===== src/rtl/core/hsl2rgb_pkg.sv =====
// ============================================================================
// hsl2rgb_pkg
// Shared types and constants for the HSL to RGB color converter.
// ============================================================================
package hsl2rgb_pkg;

  // Default number of fraction bits in the fixed-point inputs
  localparam int DEFAULT_FRACTION_BITS = 16;

  // Fixed widths of the interface fields
  localparam int HUE_W     = 16;
  localparam int SL_W      = 17;
  localparam int CHANNEL_W = 8;
  localparam int PACKED_W  = 3 * CHANNEL_W;

  // Hue sextant, named by the color ramp it covers
  typedef enum logic [2:0] {
    SEXT_R_TO_Y = 3'd0,
    SEXT_Y_TO_G = 3'd1,
    SEXT_G_TO_C = 3'd2,
    SEXT_C_TO_B = 3'd3,
    SEXT_B_TO_M = 3'd4,
    SEXT_M_TO_R = 3'd5
  } sextant_t;

endpackage


===== src/rtl/core/hsl_to_rgb_converter.sv =====
// ============================================================================
// hsl_to_rgb_converter
// Pipelined HSL to RGB conversion: one hue/saturation/lightness transaction
// in, 8-bit red, green, blue and the packed 24-bit color out.
// ============================================================================
//
//  channel   | ports                                   | handshake
//  ----------+-----------------------------------------+--------------------
//  request   | hue, saturation, lightness              | start, busy
//  result    | red, green, blue, packed_color          | done (1-cycle strobe)
//
//  One transaction per clock, every clock: busy is never raised.
//  Work passes through the registered stages limit -> l*s product -> peak ->
//  floor -> span -> span*fraction multiply -> ramp select -> channel scale, to done.
//  rst (synchronous) clears the stage valid bits; in-flight work is dropped.
//  The receiver cannot stall, so the pipeline never holds.
//
module hsl_to_rgb_converter
  import hsl2rgb_pkg::*;
#(
  parameter int FRACTION_BITS = DEFAULT_FRACTION_BITS
) (
  input  logic                  clk,
  input  logic                  rst,
  input  logic                  start,
  output logic                  busy,
  input  logic [HUE_W-1:0]      hue,
  input  logic [SL_W-1:0]       saturation,
  input  logic [SL_W-1:0]       lightness,
  output logic                  done,
  output logic [CHANNEL_W-1:0]  red,
  output logic [CHANNEL_W-1:0]  green,
  output logic [CHANNEL_W-1:0]  blue,
  output logic [PACKED_W-1:0]   packed_color
);

  localparam int FB      = FRACTION_BITS;
  localparam int LW      = FB + 1;                       // value width, holds 1.0
  localparam int XW      = (SL_W > LW) ? SL_W : LW;      // compare width for limits
  localparam int H6W     = (HUE_W + 3 > FB) ? HUE_W + 3 : FB + 1;
  localparam int SXW     = H6W - FB;
  localparam int LATENCY = 8;

  localparam logic [LW-1:0] ONE  = {1'b1, {FB{1'b0}}};
  localparam logic [LW-1:0] HALF = ONE >> 1;

  // channel scale: (x * 255) >> FB, x never above 1.0
  function automatic logic [CHANNEL_W-1:0] to_chan(input logic [LW-1:0] x);
    logic [LW+7:0] p;
    p = {x, 8'b0} - (LW+8)'(x);
    return CHANNEL_W'(p >> FB);
  endfunction

  // stage valid bits
  logic [LATENCY-1:0] vld;

  always_ff @(posedge clk) begin
    if (rst) begin
      vld <= '0;
    end else begin
      vld <= {vld[LATENCY-2:0], start & ~busy};
    end
  end

  assign busy = 1'b0;
  assign done = vld[LATENCY-1];

  // --------------------------------------------------------------------------
  // Stage 1: limit saturation and lightness, scale hue by six
  // --------------------------------------------------------------------------
  logic [XW-1:0]  sat_x, lit_x;
  logic [H6W-1:0] hue6;
  logic [SXW-1:0] sext_raw;
  logic [LW-1:0]  s1_sat, s1_lit;
  logic [FB-1:0]  s1_fract;
  sextant_t       s1_sext;
  logic           s1_grey;

  assign sat_x    = XW'(saturation);
  assign lit_x    = XW'(lightness);
  assign hue6     = (H6W'(hue) << 2) + (H6W'(hue) << 1);
  assign sext_raw = hue6[H6W-1:FB];

  always_ff @(posedge clk) begin
    s1_sat   <= (sat_x > XW'(ONE)) ? ONE : LW'(sat_x);
    s1_lit   <= (lit_x > XW'(ONE)) ? ONE : LW'(lit_x);
    s1_fract <= hue6[FB-1:0];
    s1_sext  <= sextant_t'(3'(32'(sext_raw)));
    s1_grey  <= (32'(sext_raw) > 32'(SEXT_M_TO_R));
  end

  // --------------------------------------------------------------------------
  // Stage 2: lightness times saturation
  // --------------------------------------------------------------------------
  logic [2*LW-1:0] s2_prod;
  logic [LW-1:0]   s2_sat, s2_lit;
  logic [FB-1:0]   s2_fract;
  sextant_t        s2_sext;
  logic            s2_grey;

  always_ff @(posedge clk) begin
    s2_prod  <= (2*LW)'(s1_sat) * (2*LW)'(s1_lit);
    s2_sat   <= s1_sat;
    s2_lit   <= s1_lit;
    s2_fract <= s1_fract;
    s2_sext  <= s1_sext;
    s2_grey  <= s1_grey;
  end

  // --------------------------------------------------------------------------
  // Stage 3: peak value v
  // --------------------------------------------------------------------------
  logic [LW-1:0] ls;
  logic [LW:0]   sum_lo, sum_hi, peak_raw;
  logic [LW-1:0] s3_peak, s3_lit;
  logic [FB-1:0] s3_fract;
  sextant_t      s3_sext;
  logic          s3_grey;

  assign ls       = LW'(s2_prod >> FB);
  assign sum_lo   = (LW+1)'(s2_lit) + (LW+1)'(ls);
  assign sum_hi   = (LW+1)'(s2_lit) + (LW+1)'(s2_sat) - (LW+1)'(ls);
  assign peak_raw = (s2_lit <= HALF) ? sum_lo : sum_hi;

  always_ff @(posedge clk) begin
    s3_peak  <= (peak_raw > (LW+1)'(ONE)) ? ONE : LW'(peak_raw);
    s3_lit   <= s2_lit;
    s3_fract <= s2_fract;
    s3_sext  <= s2_sext;
    s3_grey  <= s2_grey;
  end

  // --------------------------------------------------------------------------
  // Stage 4: raw floor 2l - v, limited below at zero
  // --------------------------------------------------------------------------
  logic [LW:0]   twol;
  logic [LW:0]   s4_floor_raw;
  logic [LW-1:0] s4_peak, s4_lit;
  logic [FB-1:0] s4_fract;
  sextant_t      s4_sext;
  logic          s4_grey;

  assign twol = {s3_lit, 1'b0};

  always_ff @(posedge clk) begin
    s4_floor_raw <= (twol > {1'b0, s3_peak}) ? (twol - {1'b0, s3_peak}) : '0;
    s4_peak      <= s3_peak;
    s4_lit       <= s3_lit;
    s4_fract     <= s3_fract;
    s4_sext      <= s3_sext;
    s4_grey      <= s3_grey | (s3_peak == '0);
  end

  // --------------------------------------------------------------------------
  // Stage 5: floor limited to the peak, span v - m
  // --------------------------------------------------------------------------
  logic [LW-1:0] floor_lim;
  logic [LW-1:0] s5_floor, s5_span, s5_peak, s5_lit;
  logic [FB-1:0] s5_fract;
  sextant_t      s5_sext;
  logic          s5_grey;

  assign floor_lim = (s4_floor_raw > {1'b0, s4_peak}) ? s4_peak : LW'(s4_floor_raw);

  always_ff @(posedge clk) begin
    s5_floor <= floor_lim;
    s5_span  <= s4_peak - floor_lim;
    s5_peak  <= s4_peak;
    s5_lit   <= s4_lit;
    s5_fract <= s4_fract;
    s5_sext  <= s4_sext;
    s5_grey  <= s4_grey;
  end

  // --------------------------------------------------------------------------
  // Stage 6: span times hue fraction
  // --------------------------------------------------------------------------
  logic [LW+FB-1:0] s6_prod;
  logic [LW-1:0]    s6_floor, s6_peak, s6_lit;
  sextant_t         s6_sext;
  logic             s6_grey;

  always_ff @(posedge clk) begin
    s6_prod  <= (LW+FB)'(s5_span) * (LW+FB)'(s5_fract);
    s6_floor <= s5_floor;
    s6_peak  <= s5_peak;
    s6_lit   <= s5_lit;
    s6_sext  <= s5_sext;
    s6_grey  <= s5_grey;
  end

  // --------------------------------------------------------------------------
  // Stage 7: mid ramps and sextant select
  // --------------------------------------------------------------------------
  logic [LW-1:0] vsf, mid1, mid2;
  logic [LW-1:0] r_next, g_next, b_next;
  logic [LW-1:0] s7_r, s7_g, s7_b;

  assign vsf  = LW'(s6_prod >> FB);
  assign mid1 = s6_floor + vsf;
  assign mid2 = s6_peak - vsf;

  always_comb begin
    r_next = s6_lit;
    g_next = s6_lit;
    b_next = s6_lit;
    if (!s6_grey) begin
      case (s6_sext)
        SEXT_R_TO_Y: begin
          r_next = s6_peak;  g_next = mid1;     b_next = s6_floor;
        end
        SEXT_Y_TO_G: begin
          r_next = mid2;     g_next = s6_peak;  b_next = s6_floor;
        end
        SEXT_G_TO_C: begin
          r_next = s6_floor; g_next = s6_peak;  b_next = mid1;
        end
        SEXT_C_TO_B: begin
          r_next = s6_floor; g_next = mid2;     b_next = s6_peak;
        end
        SEXT_B_TO_M: begin
          r_next = mid1;     g_next = s6_floor; b_next = s6_peak;
        end
        SEXT_M_TO_R: begin
          r_next = s6_peak;  g_next = s6_floor; b_next = mid2;
        end
        default: begin
          r_next = s6_lit;   g_next = s6_lit;   b_next = s6_lit;
        end
      endcase
    end
  end

  always_ff @(posedge clk) begin
    s7_r <= r_next;
    s7_g <= g_next;
    s7_b <= b_next;
  end

  // --------------------------------------------------------------------------
  // Stage 8: scale to 8-bit channels, output registers
  // --------------------------------------------------------------------------
  always_ff @(posedge clk) begin
    red   <= to_chan(s7_r);
    green <= to_chan(s7_g);
    blue  <= to_chan(s7_b);
  end

  assign packed_color = {red, green, blue};

  // --------------------------------------------------------------------------
  // Assertions
  // --------------------------------------------------------------------------
  a_latency: assert property (@(posedge clk) disable iff (rst)
    start && !busy |-> ##LATENCY done)
    else $error("accepted transaction did not complete after LATENCY cycles");

  a_peak_limit: assert property (@(posedge clk) disable iff (rst)
    vld[2] |-> s3_peak <= ONE)
    else $error("peak value above 1.0");

  a_floor_order: assert property (@(posedge clk) disable iff (rst)
    vld[4] |-> (s5_floor <= s5_peak) && (s5_span == s5_peak - s5_floor))
    else $error("floor above peak or span inconsistent");

  a_grey_equal: assert property (@(posedge clk) disable iff (rst)
    vld[6] && $past(s6_grey) |=> done && red == green && green == blue)
    else $error("grey transaction produced unequal channels");

endmodule


===== config.mk =====
export PLATFORM = sky130hd
export DESIGN_NAME = hsl_to_rgb_converter
export DESIGN_NICKNAME = d
export VERILOG_FILES = /design/src/rtl/core/hsl2rgb_pkg.sv /design/src/rtl/core/hsl_to_rgb_converter.sv
export SDC_FILE = /design/constraint.sdc
export NUM_CORES = 2
export LEC_CHECK = 0
export BUFFER_PORTS_ARGS = -buffer_cell sky130_fd_sc_hd__buf_2
export CAP_MARGIN = 25
export CORE_UTILIZATION = 58
export DETAILED_ROUTE_END_ITERATION = 16
export GPL_ROUTABILITY_DRIVEN = 0
export PLACE_DENSITY = 0.83
export SLEW_MARGIN = 15
export SYNTH_ARGS = -nofsm -noshare
export SYNTH_HDL_FRONTEND = slang
export SYNTH_SLANG_ARGS = --single-unit

===== constraint.sdc =====
create_clock -name clk -period 5.8 [get_ports clk]
set_input_delay 0.29 -clock clk [delete_from_list [all_inputs] [get_ports clk]]
set_output_delay 0.29 -clock clk [all_outputs]
set_load 0.01 [all_outputs]

==> results.json <==
{
  "status": "finished with violations",
  "failed_checks": "setup timing",
  "fill_cells": 4470,
  "start_util": 0.5899,
  "grt_pass1_vias": 29306,
  "antenna_found_initial": 1,
  "cts.sinks": 489,
  "min_path_type": "in -> reg",
  "synth_cell_types": 77,
  "syn_nets": 4728,
  "core_area_um2": 61940,
  "end_kind": "flip-flop",
  "htreeDepth": 2,
  "synth.most_common_cell": "inv_1",
  "drv_cap": 0,
  "rsz0062_at_grt": "yes",
  "fp.dieW_um": 253.0,
  "synth.ff_latch_count": 489,
  "drc_errors": 0,
  "drive_above_1_share": 0.1282,
  "largest_reg_flops": 18,
  "timing.setup.tns_ps": -1062,
  "critPathLaunchType": "flip-flop",
  "grtUsageTotal": 0.2789,
  "multi_input_area_um2": 23980,
  "grt_first_pass_wirelength_um": 143300,
  "path_clk_slew_ps": 70,
  "ys_warn_count": 0,
  "fin_nets": 4995,
  "post_drt_via_cell_ratio": 5.548,
  "syn_to_final_growth_pct": 14.55,
  "grt_overflow": 0,
  "firstDrtPassIters": 6,
  "regArea_um2": 9874,
  "timing.slew.headroom": 0.2622,
  "hold_slack_ps": 41.79,
  "drt.antenna.violating_nets": 0,
  "die_area_um2": 64010,
  "synthArstFlopShare": 0,
  "synth_enable_flop_cells": 0,
  "synth_area_um2": 36540,
  "cts.path.max_buffers": 3,
  "synthCells": 3869,
  "crit_type": "reg -> reg",
  "ys_top_cells_by_count": "inv_1 (678), dfxtp_1 (489), fa_1 (437), nand2_1 (377), ha_1 (369)",
  "cts_tree": "built",
  "max_clock_freq_mhz": 164.7,
  "wirelength_um": 88870,
  "regMostFlops": "s4_floor_raw",
  "ys_seq_area_frac": 0.2679,
  "num_vias": 27802,
  "rows": 91,
  "setup_viol": 8,
  "post_drt_wl_per_cell_um": 17.73,
  "synth_ff_type": "dfxtp_1",
  "fp.dieH_um": 253.0,
  "period_share": 1.047,
  "hold_viol": 0,
  "synth_largest_area_cell": "dfxtp_1",
  "n_antenna_cell": 0,
  "detailed_place_hpwl_um": 68000,
  "clk_latency_ps": 630,
  "setup_ws_ps": -273.0,
  "port_buffers": 101,
  "fin_util": 0.6757,
  "slew_viol_final": 0,
  "yosysTopAreaCellShare": 0.2679,
  "crit_required_ps": 6350,
  "fin_skew_ps": 29.27,
  "cts_root_buf": "clkbuf_16",
  "grt_max_degree": 47,
  "syn_avg_cell_area_um2": 9.444,
  "worst_pin_slew_ps": 1101,
  "cts_buffers": 50,
  "path_max_fanout": 6,
  "io_pins": 103,
  "arrival_ps": 6620,
  "drtIter0Drc": 2149,
  "ys_top_cells_by_area": "dfxtp_1 (27%), fa_1 (24%), ha_1 (13%), inv_1 (7.0%), and2_1 (4.6%)",
  "period_needed_ps": 6073
}
worst paths after layout:
kind	start	to	slack (ps)	cells past startpoint
worst min register to register	s4_sext[2]	s5_sext[2]	300	0
worst max-delay path	s5_span[6]	s6_prod[27]	-270	24
worst max register to register	s5_span[6]	s6_prod[27]	-270	24
worst min-delay path	hue[3]	s1_fract[4]	40	3
logic make-up (layout without fill, tap and decap cells):
logic type	count (synthesis)	in the layout	synth area share
flops	489	489	0.2679
other cells	1	1	0.0001026
mux	7	7	0.001918
buf+inv	815	1120	0.08691
fa+ha+maj	806	806	0.3658
xor+xnor	138	138	0.03308
compound gates	526	526	0.09838
simple gates	1087	1087	0.1459
worst max-delay path: stages, from the launching register on:
cell	delay, ps
dfxtp_2	360
buf_6	140
nand2_4	50
fa_1	550
inv_2	50
fa_1	490
fa_1	600
fa_1	450
fa_1	550
inv_1	50
fa_1	510
inv_2	50
ha_4	260
nand4_1	80
a211oi_2	230
o41ai_2	130
a31oi_1	180
buf_4	150
a311oi_2	90
buf_4	180
buf_4	150
o31ai_4	210
a21oi_2	100
o21bai_1	200
xor2_1	190
per-stage QoR:
| stage | setup WS [ps] | cell area (um^2) | cells |
|---|---|---|---|
| 2_1_floorplan | 19.34 | 36560 | 3869 |
| 3_5_place_dp | -322.3 | 39020 | 4860 |
| 4_1_cts | -69.00 | 41350 | 4994 |
| 6_report | -273.0 | 41850 | 5011 |
| 5_1_grt | -469.3 | 41850 | 5011 |
| 3_3_place_gp | -123.3 | 39020 | 4860 |
area by class of cell:
| type | instances | share of cell area |
|---|---|---|
| Inverter | 679 | 0.06089 |
| Sequential cell | 489 | 0.2359 |
| Clock inverter | 28 | 0.008879 |
| Clock buffer | 62 | 0.03288 |
| Timing Repair Buffer | 351 | 0.06353 |
| Multi-Input combinational cell | 2565 | 0.5729 |
| Tap cell | 837 | 0.02502 |
cells in the final DEF, fill, tap and decap left out, drive strengths merged, types with 7 or more instances in the layout:
cell type / count
inv: 685
dfxtp: 489
fa: 437
nand2: 377
ha: 369
buf: 311
and2: 266
nor2: 178
a21oi: 134
xnor2: 94
o21ai: 90
nor2b: 65
clkbuf: 62
nor3: 59
xor2: 44
a221oi: 43
a21o: 40
dlygate4sd3: 40
nand3: 37
a211oi: 32
a22oi: 28
nor4: 24
o21a: 21
nand2b: 19
a221o: 14
or3: 14
and3: 14
clkinv: 14
a31oi: 13
o31ai: 13
o211ai: 12
nand4: 11
a211o: 11
o21bai: 9
or2: 8
o2111ai: 8
mux2i: 7
a41oi: 7
metal layers:
metal | wire, um | track usage | vias to the layer above | share of wire
met1 | 34220 | 0.3318 | 13422 | 0.39
li1 | - | - | 12888 | -
met2 | 44230 | 0.4956 | 1219 | 0.50
met4 | 4199 | 0.1257 | 0 | 0.047
met3 | 6212 | 0.04256 | 273 | 0.070
met5 | 0 | 0 | - | 0
what timing repair did:
action | CTS | global route
hold buffers | 40 | 0
setup buffers | 4 | 17
hold endpoints to repair | 45 | 0
setup endpoints to repair | 15 | 21
pin swaps | 17 | 66
gates resized for setup | 51 | 108
Power is left out: the tool's default activity adds up to more than one toggle a clock period on the data nets, which glitch-free logic cannot reach.
